## config.mk

```make
export PLATFORM = sky130hd
export DESIGN_NAME = preemptive_priority_scheduler_core
export DESIGN_NICKNAME = d
export VERILOG_FILES = /design/src/design/ppsc_pkg.sv /design/src/design/ppsc_slot_mem.sv /design/src/design/ppsc_pick.sv /design/src/design/preemptive_priority_scheduler_core.sv
export VERILOG_INCLUDE_DIRS = /design/src /design/src/design
export SDC_FILE = /design/constraint.sdc
export NUM_CORES = 1
export LEC_CHECK = 0
export BUFFER_PORTS_ARGS = -buffer_cell sky130_fd_sc_hd__buf_4
export CAP_MARGIN = 20
export CORE_MARGIN = 1
export CORE_UTILIZATION = 47
export DETAILED_ROUTE_END_ITERATION = 7
export GPL_TIMING_DRIVEN = 0
export PLACE_DENSITY = 0.65
export REMOVE_ABC_BUFFERS = 1
export SYNTH_ARGS = -nofsm -noshare
export SYNTH_HDL_FRONTEND = slang
export SYNTH_SLANG_ARGS = --single-unit
```

## constraint.sdc

```tcl
create_clock -name clk -period 5.25 [get_ports clk]
set_clock_uncertainty 0.2 [all_clocks]
set_input_delay 0.525 -clock clk [delete_from_list [all_inputs] [get_ports clk]]
set_output_delay 0.525 -clock clk [all_outputs]
set_load 0.1 [all_outputs]
```

## src/design/preemptive_priority_scheduler_core_defines.svh

```systemverilog
// ----------------------------------------------------------------------------
// Assertion macros for the preemptive priority scheduler core
// These macros wrap concurrent assertions clocked on clk and muted while
// rst_n is low.
// ----------------------------------------------------------------------------
`ifndef PREEMPTIVE_PRIORITY_SCHEDULER_CORE_DEFINES_SVH
`define PREEMPTIVE_PRIORITY_SCHEDULER_CORE_DEFINES_SVH

// Property that must hold at every clock edge outside reset.
`define PPSC_ASSERT(lbl, prop, msg) \
    lbl: assert property (@(posedge clk) disable iff (!rst_n) (prop)) else $error(msg);

// Implication whose consequence is checked in the cycle after the antecedent.
`define PPSC_ASSERT_NEXT(lbl, ante, cons, msg) \
    lbl: assert property (@(posedge clk) disable iff (!rst_n) (ante) |=> (cons)) \
        else $error(msg);

`endif

```

## src/design/ppsc_pkg.sv

```systemverilog
// ----------------------------------------------------------------------------
// Preemptive priority scheduler package
// Transaction types, slot record, operation codes and controller states.
// ----------------------------------------------------------------------------
package ppsc_pkg;

    // Operation codes carried in the func field.
    localparam logic [1:0] FUNC_LOAD    = 2'd0;
    localparam logic [1:0] FUNC_TICK    = 2'd1;
    localparam logic [1:0] FUNC_RESTART = 2'd2;

    typedef struct packed {
        logic [1:0]  func;
        logic [3:0]  slot;
        logic [7:0]  job_id;
        logic [15:0] work;
        logic [7:0]  priority_req;
        logic [31:0] arrival;
    } in_item_t;

    typedef struct packed {
        logic [7:0]  ran_id;
        logic [3:0]  ran_slot;
        logic        idle;
        logic [31:0] tick_time;
        logic        finished;
        logic        all_done;
    } out_item_t;

    // One entry of the slot memory.
    typedef struct packed {
        logic [7:0]  id;
        logic [7:0]  prio;
        logic [31:0] arrival;
        logic [15:0] remaining;
    } slot_rec_t;

    typedef enum logic [1:0] {
        ST_IDLE,
        ST_SCAN,
        ST_FINISH
    } state_t;

    // Control from the sequencer to the pick unit.
    typedef struct packed {
        logic clear;
        logic eval;
        logic eval_complete;
    } pick_ctrl_t;

    // Status from the pick unit back to the sequencer.
    typedef struct packed {
        logic      found;
        logic [1:0] incomplete_cnt;
        slot_rec_t best_rec;
    } pick_status_t;

endpackage

```

## src/design/ppsc_slot_mem.sv

```systemverilog
// ----------------------------------------------------------------------------
// Slot memory
// Synchronous single write, single read store of slot records, with
// registered read data.
// ----------------------------------------------------------------------------
module ppsc_slot_mem #(
    parameter int NUM_SLOTS = 16
) (
    input  logic                         clk,
    input  logic                         we,
    input  logic [$clog2(NUM_SLOTS)-1:0] waddr,
    input  ppsc_pkg::slot_rec_t          wdata,
    input  logic                         re,
    input  logic [$clog2(NUM_SLOTS)-1:0] raddr,
    output ppsc_pkg::slot_rec_t          rdata
);
    import ppsc_pkg::*;

    slot_rec_t mem [NUM_SLOTS];
    slot_rec_t rdata_reg;

    always_ff @(posedge clk)
    begin
        if (we)
        begin
            mem[waddr] <= wdata;
        end
    end

    always_ff @(posedge clk)
    begin
        if (re)
        begin
            rdata_reg <= mem[raddr];
        end
    end

    assign rdata = rdata_reg;

endmodule

```

## src/design/ppsc_pick.sv

```systemverilog
// ----------------------------------------------------------------------------
// Pick unit
// Compares one slot record a cycle against the best candidate so far and
// counts the incomplete slots seen during the scan, saturating at two.
// ----------------------------------------------------------------------------
module ppsc_pick #(
    parameter int NUM_SLOTS = 16
) (
    input  logic                         clk,
    input  logic                         rst_n,
    input  ppsc_pkg::pick_ctrl_t         ctrl,
    input  logic [$clog2(NUM_SLOTS)-1:0] eval_idx,
    input  ppsc_pkg::slot_rec_t          rec,
    input  logic [31:0]                  start_time,
    output ppsc_pkg::pick_status_t       status,
    output logic [$clog2(NUM_SLOTS)-1:0] best_idx
);
    import ppsc_pkg::*;

    localparam int IDX_W = $clog2(NUM_SLOTS);

    logic             found_reg, found_next;
    logic [1:0]       inc_reg, inc_next;
    slot_rec_t        best_rec_reg, best_rec_next;
    logic [IDX_W-1:0] best_idx_reg, best_idx_next;
    logic             cand;

    // Strictly greater priority is needed to displace, so ties keep the lower slot.
    assign cand = !ctrl.eval_complete && (rec.arrival <= start_time) &&
                  (!found_reg || (rec.prio > best_rec_reg.prio));

    always_comb
    begin
        found_next    = found_reg;
        inc_next      = inc_reg;
        best_rec_next = best_rec_reg;
        best_idx_next = best_idx_reg;
        if (ctrl.clear)
        begin
            found_next = 1'b0;
            inc_next   = 2'd0;
        end
        else if (ctrl.eval)
        begin
            if (cand)
            begin
                found_next    = 1'b1;
                best_rec_next = rec;
                best_idx_next = eval_idx;
            end
            if (!ctrl.eval_complete && (inc_reg != 2'd2))
            begin
                inc_next = inc_reg + 2'd1;
            end
        end
    end

    always_ff @(posedge clk or negedge rst_n)
    begin
        if (!rst_n)
        begin
            found_reg <= 1'b0;
            inc_reg   <= 2'd0;
        end
        else
        begin
            found_reg <= found_next;
            inc_reg   <= inc_next;
        end
    end

    always_ff @(posedge clk)
    begin
        best_rec_reg <= best_rec_next;
        best_idx_reg <= best_idx_next;
    end

    assign status.found          = found_reg;
    assign status.incomplete_cnt = inc_reg;
    assign status.best_rec       = best_rec_reg;
    assign best_idx              = best_idx_reg;

endmodule

```

## src/design/preemptive_priority_scheduler_core.sv

```systemverilog
// Load and restart are done in the idle state without leaving it. A tick scans live slots, where
// live is active_count capped at NUM_SLOTS; the scan reads the slot memory one entry a cycle.
// The next transaction is taken only once the result is registered and the controller is back
// in idle, so a new tick is never taken before the last one is through, and a finished scan waits
// in the finish state while a waiting result is stalled.
// Reset clears the time counter, completion marks, active_count and handshake state at once.
// ----------------------------------------------------------------------------
// Preemptive priority scheduler core
// Job slot table in a synchronous memory, scanned once per tick to pick the
// highest priority eligible job, whose remaining work is then written back.
// The slot memory itself is not cleared by reset.
// ----------------------------------------------------------------------------
module preemptive_priority_scheduler_core #(
    parameter int NUM_SLOTS = 16
) (
    input  logic                 clk,
    input  logic                 rst_n,
    input  logic                 in_valid,
    output logic                 in_stall,
    input  ppsc_pkg::in_item_t   in_item,
    output logic                 out_valid,
    input  logic                 out_stall,
    output ppsc_pkg::out_item_t  out_item,
    input  logic                 cfg_we,
    input  logic [4:0]           cfg_wdata
);
    import ppsc_pkg::*;
    `include "preemptive_priority_scheduler_core_defines.svh"

    localparam int IDX_W = $clog2(NUM_SLOTS);
    localparam int CNT_W = $clog2(NUM_SLOTS + 1);

    // Controller state.
    state_t             state_reg, state_next;
    logic [CNT_W-1:0]   scan_idx_reg, scan_idx_next;
    logic [CNT_W-1:0]   live_reg, live_next;
    logic               rd_pend_reg, rd_pend_next;
    logic [IDX_W-1:0]   eval_idx_reg, eval_idx_next;
    logic [31:0]        time_reg, time_next;
    logic [NUM_SLOTS-1:0] cmp_reg, cmp_next;
    logic [4:0]         active_count_reg;
    logic               out_valid_reg;
    out_item_t          out_item_reg;

    // Handshake and sequencing strobes.
    logic               accept;
    logic               issue;
    logic               scan_end;
    logic               out_free;
    logic               commit;
    logic               slot_ok;
    logic [CNT_W-1:0]   live_cap;

    // Memory ports.
    logic               mem_we;
    logic [IDX_W-1:0]   mem_waddr;
    slot_rec_t          mem_wdata;
    slot_rec_t          mem_rdata;

    // Pick unit interface.
    pick_ctrl_t         pick_ctrl;
    pick_status_t       pick_status;
    logic [IDX_W-1:0]   best_idx;

    // Write-back values for the chosen slot.
    logic               fin;
    logic [15:0]        rem_dec;
    out_item_t          result;

    // ------------------------------------------------------------------------
    // Strobes. Only the idle state takes a transaction, so the scan never
    // sees a memory write in flight and the write-back in the finish state
    // has retired before the next tick can read the same entry.
    // ------------------------------------------------------------------------
    always_comb
    begin
        in_stall = (state_reg != ST_IDLE);
        accept   = in_valid && !in_stall;
        issue    = (state_reg == ST_SCAN) && (scan_idx_reg < live_reg);
        scan_end = (state_reg == ST_SCAN) && !issue && !rd_pend_reg;
        out_free = !out_valid_reg || !out_stall;
        commit   = (state_reg == ST_FINISH) && out_free;
        slot_ok  = (32'(in_item.slot) < NUM_SLOTS);
        if (32'(active_count_reg) > NUM_SLOTS)
        begin
            live_cap = CNT_W'(NUM_SLOTS);
        end
        else
        begin
            live_cap = CNT_W'(active_count_reg);
        end
    end

    // ------------------------------------------------------------------------
    // Next state.
    // ------------------------------------------------------------------------
    always_comb
    begin
        state_next = state_reg;
        case (state_reg)
            ST_IDLE:
            begin
                if (accept && (in_item.func == FUNC_TICK))
                begin
                    state_next = ST_SCAN;
                end
            end
            ST_SCAN:
            begin
                if (scan_end)
                begin
                    state_next = ST_FINISH;
                end
            end
            ST_FINISH:
            begin
                if (commit)
                begin
                    state_next = ST_IDLE;
                end
            end
            default:
            begin
                state_next = ST_IDLE;
            end
        endcase
    end

    // ------------------------------------------------------------------------
    // Datapath outputs: scan counters, memory access, completion marks, time.
    // A picked slot with one or no work left drops to zero and is marked
    // complete; restart does not restore work, so such a slot can finish
    // again on a later tick.
    // ------------------------------------------------------------------------
    always_comb
    begin
        fin     = pick_status.found && (pick_status.best_rec.remaining <= 16'd1);
        rem_dec = (pick_status.best_rec.remaining > 16'd1) ?
                  (pick_status.best_rec.remaining - 16'd1) : 16'd0;

        scan_idx_next = scan_idx_reg;
        live_next     = live_reg;
        rd_pend_next  = issue;
        eval_idx_next = eval_idx_reg;
        time_next     = time_reg;
        cmp_next      = cmp_reg;

        mem_we              = 1'b0;
        mem_waddr           = IDX_W'(in_item.slot);
        mem_wdata.id        = in_item.job_id;
        mem_wdata.prio      = in_item.priority_req;
        mem_wdata.arrival   = in_item.arrival;
        mem_wdata.remaining = in_item.work;

        pick_ctrl.clear         = 1'b0;
        pick_ctrl.eval          = rd_pend_reg;
        pick_ctrl.eval_complete = cmp_reg[eval_idx_reg];

        if (accept)
        begin
            case (in_item.func)
                FUNC_LOAD:
                begin
                    if (slot_ok)
                    begin
                        mem_we = 1'b1;
                        cmp_next[IDX_W'(in_item.slot)] = (in_item.work == 16'd0);
                    end
                end
                FUNC_TICK:
                begin
                    scan_idx_next   = '0;
                    live_next       = live_cap;
                    pick_ctrl.clear = 1'b1;
                end
                FUNC_RESTART:
                begin
                    time_next = 32'd0;
                    cmp_next  = '0;
                end
                default:
                begin
                    // The unused code is swallowed without effect.
                end
            endcase
        end

        if (issue)
        begin
            eval_idx_next = scan_idx_reg[IDX_W-1:0];
            scan_idx_next = CNT_W'(scan_idx_reg + 1'b1);
        end

        if (commit)
        begin
            time_next = time_reg + 32'd1;
            if (pick_status.found)
            begin
                mem_we              = 1'b1;
                mem_waddr           = best_idx;
                mem_wdata           = pick_status.best_rec;
                mem_wdata.remaining = rem_dec;
            end
            if (fin)
            begin
                cmp_next[best_idx] = 1'b1;
            end
        end

        // The only slot that can change is the picked one, and only towards
        // complete, so everything is done once no other incomplete slot was
        // seen and the picked one has just finished.
        result.ran_id    = pick_status.found ? pick_status.best_rec.id : 8'd0;
        result.ran_slot  = pick_status.found ? 4'(best_idx) : 4'd0;
        result.idle      = !pick_status.found;
        result.tick_time = time_reg;
        result.finished  = fin;
        result.all_done  = (pick_status.incomplete_cnt == 2'd0) ||
                           ((pick_status.incomplete_cnt == 2'd1) && fin);
    end

    // ------------------------------------------------------------------------
    // Registers.
    // ------------------------------------------------------------------------
    always_ff @(posedge clk or negedge rst_n)
    begin
        if (!rst_n)
        begin
            state_reg        <= ST_IDLE;
            scan_idx_reg     <= '0;
            live_reg         <= '0;
            rd_pend_reg      <= 1'b0;
            eval_idx_reg     <= '0;
            time_reg         <= 32'd0;
            cmp_reg          <= '0;
            active_count_reg <= 5'd0;
            out_valid_reg    <= 1'b0;
        end
        else
        begin
            state_reg    <= state_next;
            scan_idx_reg <= scan_idx_next;
            live_reg     <= live_next;
            rd_pend_reg  <= rd_pend_next;
            eval_idx_reg <= eval_idx_next;
            time_reg     <= time_next;
            cmp_reg      <= cmp_next;
            if (cfg_we)
            begin
                active_count_reg <= cfg_wdata;
            end
            if (commit)
            begin
                out_valid_reg <= 1'b1;
            end
            else if (!out_stall)
            begin
                out_valid_reg <= 1'b0;
            end
        end
    end

    // The result register is payload only and needs no reset.
    always_ff @(posedge clk)
    begin
        if (commit)
        begin
            out_item_reg <= result;
        end
    end

    assign out_valid = out_valid_reg;
    assign out_item  = out_item_reg;

    // ------------------------------------------------------------------------
    // Slot memory and pick unit.
    // ------------------------------------------------------------------------
    ppsc_slot_mem #(
        .NUM_SLOTS (NUM_SLOTS)
    ) u_slot_mem (
        .clk   (clk),
        .we    (mem_we),
        .waddr (mem_waddr),
        .wdata (mem_wdata),
        .re    (issue),
        .raddr (scan_idx_reg[IDX_W-1:0]),
        .rdata (mem_rdata)
    );

    ppsc_pick #(
        .NUM_SLOTS (NUM_SLOTS)
    ) u_pick (
        .clk        (clk),
        .rst_n      (rst_n),
        .ctrl       (pick_ctrl),
        .eval_idx   (eval_idx_reg),
        .rec        (mem_rdata),
        .start_time (time_reg),
        .status     (pick_status),
        .best_idx   (best_idx)
    );

    // ------------------------------------------------------------------------
    // Assertions.
    // ------------------------------------------------------------------------
    `PPSC_ASSERT(a_scan_bound, (state_reg != ST_SCAN) || (scan_idx_reg <= live_reg), "scan index ran past the live slot count")
    `PPSC_ASSERT(a_no_write_in_scan, !(mem_we && (state_reg == ST_SCAN)), "slot memory written while a scan reads it")
    `PPSC_ASSERT(a_result_from_finish, !$rose(out_valid_reg) || $past(state_reg == ST_FINISH), "result raised outside the finish state")
    `PPSC_ASSERT_NEXT(a_tick_starts_scan, accept && (in_item.func == FUNC_TICK), (state_reg == ST_SCAN) && (scan_idx_reg == '0), "tick did not start a scan")
    `PPSC_ASSERT(a_idle_result, !(out_valid_reg && out_item_reg.idle) || (!out_item_reg.finished && (out_item_reg.ran_id == 8'd0)), "idle result carries a job")

endmodule

```

After elaboration in Yosys (flattened, before gate mapping)
Memories as Yosys holds them, arrays and structs flattened. A register that Yosys moved wholly into a read port is not among the register bits.
Cells that the tools add are included.

word-level totals
  output and inout port bits = 49
  memories kept = 1
  input port bits = 80
  word-level logic and storage cells = 135
  memory bits (writable) = 1,024
  register bits = 189

cells by class
  mux-type cells = 43
  $lt $le $gt $ge = 11
  reduce and logical (&&, ||, !) cells = 42
  add/subtract/negate cells = 4
  eq/ne operators = 10
  bitwise logic cells = 2

memories
  memory          words  bits a word  read ports  clocked after memory_dff  write ports  RTL line             source
  u_slot_mem.mem  16     64           1           1                         1            ppsc_slot_mem.sv:19  slot_rec_t mem [NUM_SLOTS];

operators by type and width
  cell                     count
  $mux W64                 2
  $mux W32                 3
  $mux W16                 4
  $add A32 B1 Y32 const B  1
  $le A32 B32 Y1           1
  $pmux W16 S2             1
  $mux W5                  4
  $bwmux W16               1
  $gt A16 B1 Y1 const B    1
  $le A16 B1 Y1 const B    1
  $logic_not A16 Y1        1
  $mux W1                  16
  $or A16 B16 Y16          1
  $reduce_bool A2 Y1       8
  $sub A16 B1 Y16 const B  1
  $lt A4 B5 Y1 const B     3
  $logic_and A1 B1 Y1      13
  $mux W2                  6
  $reduce_and A2 Y1        5
  $demux W1 S4             2
  $ge A4 B1 Y1 const B     2
  $gt A8 B8 Y1             1
  $mux W4                  2
  $ne A2 B2 Y1 const B     4
  other kinds (14)         28

Depth between registers and ports, before layout
  depth in word-level cells = 10
  mapped depth = 8
  depth with buffers taken out = 8

Hierarchy
From an unflattened synthesis, not the netlist that was laid out.

unflattened totals
  cell total of the unflattened synthesis = 2,477
  area, all modules = 50,045.5 um2

modules (own cells, without submodules)
  module                              area each (um2)  instances  cells an instance  seq. area each (um2)
  ppsc_slot_mem                       40,222.3         1          1,647              32,671.3
  preemptive_priority_scheduler_core  6,602.6          1          604                3,188.1
  ppsc_pick                           3,220.6          1          226                2,117.0

Worst setup path before layout
OpenSTA, ideal clock, no wires.

  kind = register to register
  start point = register out_valid_reg (netlist: out_valid)
  end point = memory u_slot_mem.mem[0][0] in the netlist's numbering, enable pin
  arrival = 5.176 ns
  required time = 4.563 ns
  buffers on the path = 1
  stages on the path, launching flop included = 8
  setup time = 0.487 ns
  clock period less this slack = 5.863 ns
  setup slack = -0.613 ns
  cell sequence = dfrtp_1 -> nand2_1 -> nand2_1 -> inv_2 -> nand2_1 -> clkbuf_1 -> a21oi_1 -> nor2_1

on the way
  cells in the longest elaborated chain, start to end = 6
  elaborated cells between the ends (all ways) = 7
  classes of those cells = mux: 4; reduce/logical: 3

RTL lines
  element                        RTL line                                   source
  start: declaration             preemptive_priority_scheduler_core.sv:42   logic out_valid_reg;
  start signal: assignment       preemptive_priority_scheduler_core.sv:237  out_valid_reg <= 1'b0;
  start signal: assignment       preemptive_priority_scheduler_core.sv:254  out_valid_reg <= 1'b1;
  start signal: assignment       preemptive_priority_scheduler_core.sv:258  out_valid_reg <= 1'b0;
  $logic_not A1 Y1 *             preemptive_priority_scheduler_core.sv:81   out_free = !out_valid_reg || !out_stall;
  $logic_or A1 B1 Y1 *           preemptive_priority_scheduler_core.sv:81
  $logic_and A1 B1 Y1 *          preemptive_priority_scheduler_core.sv:82   commit = (state_reg == ST_FINISH) && out_free;
  named net commit               preemptive_priority_scheduler_core.sv:50   logic commit;
  $mux W1                        preemptive_priority_scheduler_core.sv:194  if (commit)
  $mux W1                        ppsc_slot_mem.sv:24                        if (we)
  $mux W1 (not written as such)  ppsc_slot_mem.sv:26                        mem[waddr] <= wdata;
  end: declaration               ppsc_slot_mem.sv:19

The timed path passes the listed nets; every way through them passes the cells marked *.

Worst setup path in the final report
  start point = register u_pick.found_reg
  end point = memory u_slot_mem.mem[15][53] in the netlist's numbering, enable pin

on the way
  cells in the longest elaborated chain, start to end = 4
  elaborated cells between the ends (all ways) = 6
  classes of those cells = mux: 6

RTL lines
  element                        RTL line                                   source
  start: declaration             ppsc_pick.sv:22                            logic found_reg, found_next;
  start signal: assignment       ppsc_pick.sv:67                            found_reg <= found_next;
  $mux W1                        preemptive_priority_scheduler_core.sv:197  if (pick_status.found)
  $mux W1                        preemptive_priority_scheduler_core.sv:194
  $mux W1                        ppsc_slot_mem.sv:24
  $mux W1 (not written as such)  ppsc_slot_mem.sv:26

Parallel ways exist; a longest one is shown, timed or not.

==> Flow_metrics.wiki <==
{| class="wikitable"
! Metric !! Value
|-
| Detail Route Antenna Nets || 0
|-
| GRT Residual Overflow || 0
|-
| Via count normalized by instance count || 6.04
|-
| Worst Setup SP || u_pick.found_reg
|-
| Starting utilization of the core area || 0.473
|-
| Most used cell, CP || buf_12
|-
| RSZ-0062 raised after global routing || no
|-
| Switch share || 0.268
|-
| Slew HR || 0.205
|-
| Signed area change from the synthesized netlist to the final layout || 17.7%
|-
| Register-to-register path setup slack || 0.30 ns
|-
| PD cells || 472 nW/µm²
|-
| Worst hold-check path type || input port to register
|-
| Number of setup violations in the final report || 0
|-
| Count of flip-flops with a built-in enable after synthesis || 1203
|-
| Residual DRC count || 0
|-
| Number of clock buffers inserted by TritonCTS || 130
|-
| Row cnt || 119
|-
| Top fanout value on the critical path || 19
|-
| Global-route wire length before repair || 171000 µm
|-
| Cts hold-fix bufs || 17
|-
| Fin crit period || 4.95 ns
|-
| Total GRT Usage || 0.221
|-
| Max-cap check violation count || 0
|-
| Flip-flop cell with the highest count after synthesis || edfxtp_1
|-
| Nature of the critical path endpoint || register
|-
| Number of vias in the routed layout || 24600
|-
| Floorplan die area || 107000 µm²
|-
| Critical Setup Path Class || register to register
|-
| Worst hold margin || 0.0439 ns
|-
| Buffers from clock root to sink, at most || 3
|-
| Start point of the worst hold path || in_item[48]
|-
| Comb power frac || 0.211
|-
| Via count of the first global-routing pass || 25400
|-
| Grt met2 use || 0.356
|-
| Flip-flop count of the largest register, all copies and words added || 1024
|-
| Die height || 327 µm
|-
| Final GP Congestion || 0.841
|-
| Hold Violations, Final || 0
|-
| Cell at the root of the clock tree || clkbuf_16
|-
| Clock slew seen by the registers of the worst setup and hold paths || 0.06 ns
|-
| Number of distinct library cells after synthesis || 55
|-
| CORE AREA || 105000 µm²
|-
| Post-synthesis async set-or-reset flop share || 0.0579
|-
| Part of the total power dissipated in sequential elements || 0.462
|-
| Pin slew with the least headroom to its limit || 1.18 ns
|-
| CP Buf/Inv Count || 5
|-
| Maximum ir drop on the vdd rail || 0.425 mV
|-
| Number of design-rule violations left by the first detailed-router iteration || 2490
|-
| Run status || complete, no violations
|-
| Clock tree from TritonCTS || yes
|-
| Flop and latch count out of synthesis || 1277
|-
| I/O pin count || 129
|-
| Fraction of final layout cells sized beyond drive strength 1 || 0.306
|-
| Crit-path cells || inv_1 -> nor2_4 -> buf_12 -> and3_1 -> a31oi_1 -> nor2_4 -> buf_12 -> buf_12 -> buf_12
|-
| Post-synthesis cell type with the largest combined area || edfxtp_1
|-
| Placed wire-length estimate after detailed placement || 70200 µm
|-
| Static Leak || 18.9 nW
|-
| Setup Buffers After CTS || 0
|-
| Post-Place Cell Area || 54300 µm²
|-
| Number of diodes || 0
|-
| Pin count of the biggest net entering global routing || 75
|-
| CTS H-Tree Depth || 4
|-
| Finished layout cell area || 58600 µm²
|-
| Post-synthesis instance area || 49800 µm²
|-
| Crit path max-delay family || simple AND/OR/NAND/NOR gates
|-
| Port Buffer Count || 128
|-
| Max Freq || 202 MHz
|-
| Fraction of the cycle the final worst path needs || 0.943
|-
| Net count, final || 2722
|-
| R2R Path Start || u_pick.found_reg
|-
| Arrival time at the worst endpoint || 5.16 ns
|-
| Max incr delay on CP || 0.98 ns
|-
| Internal power || 20.2 mW
|-
| Worst path slowest cell || dfrtp_1
|-
| Sequential-to-total area share from yosys stat || 0.763
|-
| Fraction of synthesized cell area taken by the top area cell type || 0.726
|-
| Switching Power || 7.41 mW
|-
| Post-synthesis area per instance || 21.5 µm²
|-
| Aggregate routed wire length || 116000 µm
|-
| Cells resized by post-CTS repair || 0
|-
| Part of the total power dissipated in the clock network || 0.327
|-
| GRT busiest layer || met2
|-
| Clock latency on the worst-skew pair || 0.73 ns
|-
| Critical path required time || 5.46 ns
|-
| Sink Count || 1277
|-
| Die width || 327 µm
|-
| Met1 track demand over resource || 0.314
|-
| Synth warn || 0
|-
| Initial antenna violation count || 0
|-
| Detailed Routing Iterations Pass 1 || 7
|-
| Synthesized netlist cell count || 2311
|-
| Critical path launch point type || register
|-
| Cells taking the most area after synthesis || edfxtp_1, mux4_2, dfrtp_1
|-
| Final routed wire length divided by cell count || 28.5 µm
|-
| Max-slew violation count || 0
|-
| Global-route track usage on met3 || 0.0348
|}
==> layout by cell type, fill, tap and decap left out, types with 39 or more instances in the layout <==
cell type and n:
a21oi_1 39, buf_12 40, buf_16 41, buf_4 132, clkbuf_16 134, dfrtp_1 70, edfxtp_1 1203, ha_1 51
inv_1 54, mux2_2 50, mux4_2 322, nand2_1 74, o21ai_0 57
==> cell type report <==
type | instances | area [µm²]
fill | 7713 | 46500
tap | 1391 | 1740
timing repair buffer | 249 | 3210
clock buffer | 156 | 3450
multi-input combinational | 876 | 11300
inverter | 57 | 216
clock inverter | 74 | 711
sequential | 1277 | 38000
==> cells in the mapped netlist, types with 11 or more instances <==
cell      number
edfxtp_1    1203
mux4_2       322
nand2_1       75
dfrtp_1       74
clkbuf_1      59
o21ai_0       59
inv_1         55
ha_1          51
mux2_2        50
a21oi_1       39
buf_2         37
nor2_1        37
nand3_1       31
mux2i_1       18
and2_1        17
nand4_1       17
o221ai_1      17
o31ai_1       16
nand2b_1      11
nor2b_1       11
nor3_1        11
xnor2_1       11
==> final timing paths <==
kind,endpoint,cells after the start
setup / recovery,u_slot_mem.mem[15][53],9
hold / removal,u_slot_mem.mem[1][8],3
setup reg to reg,u_slot_mem.mem[15][53],9
hold reg to reg,u_pick.status[57],0
max in group asynchronous,scan_idx_reg[0],2
min in group asynchronous,cmp_reg[4],2
==> power groups by stage <==
stage / clock network (mW) / logic [mW] / registers (mW)
3_5_place_dp: 0 / 5.87 / 13.0
5_1_grt: 9.59 / 6.23 / 12.8
2_1_floorplan: 0 / 3.81 / 13.5
4_1_cts: 9.21 / 5.91 / 12.8
6_report: 9.05 / 5.82 / 12.8
3_3_place_gp: 0 / 4.74 / 13.4
==> cells by family after synthesis <==
logic type / Yosys count / share of synthesized area
flip-flops: 1277 / 0.763
multiplexers: 390 / 0.161
AND/OR/NAND/NOR: 244 / 0.0255
AO/OA/AOI/OAI: 175 / 0.0220
buffers and inverters: 158 / 0.0131
adder cells (fa/ha/maj): 51 / 0.0128
XOR/XNOR: 16 / 0.00282
==> worst reg2reg max path: cells and delay by family, from the launching register on <==
family | cells | cell delay, ns
flops | 1 | 0.98
buf+inv | 5 | 1.38
simple gates | 3 | 1.86
compound gates | 1 | 0.19
==> per-layer routing <==
metal	up-vias	routed length, µm
met5	-	0
met1	13200	48700
li1	10200	-
met4	0	2790
met2	1046	56900
met3	174	7710
==> per-stage QoR <==
| stage | total power [mW] | TNS [ns] | util | worst slack (ns) | std cells |
|---|---|---|---|---|---|
| after detailed placement | 18.8 | 0 | 0.516 | 0.263 | 3832 |
| after floorplan | 17.3 | -2329.97 | - | -7.18 | 2210 |
| after global routing | 28.7 | 0 | 0.557 | 0.171 | 4080 |
| final | 27.6 | 0 | 0.557 | 0.297 | 4080 |
| after CTS | 27.9 | 0 | 0.557 | 0.267 | 4079 |
| after global placement | 18.1 | - | 0.495 | -13.47 | 3729 |
Note: power is estimated with default switching activity, not from simulation.
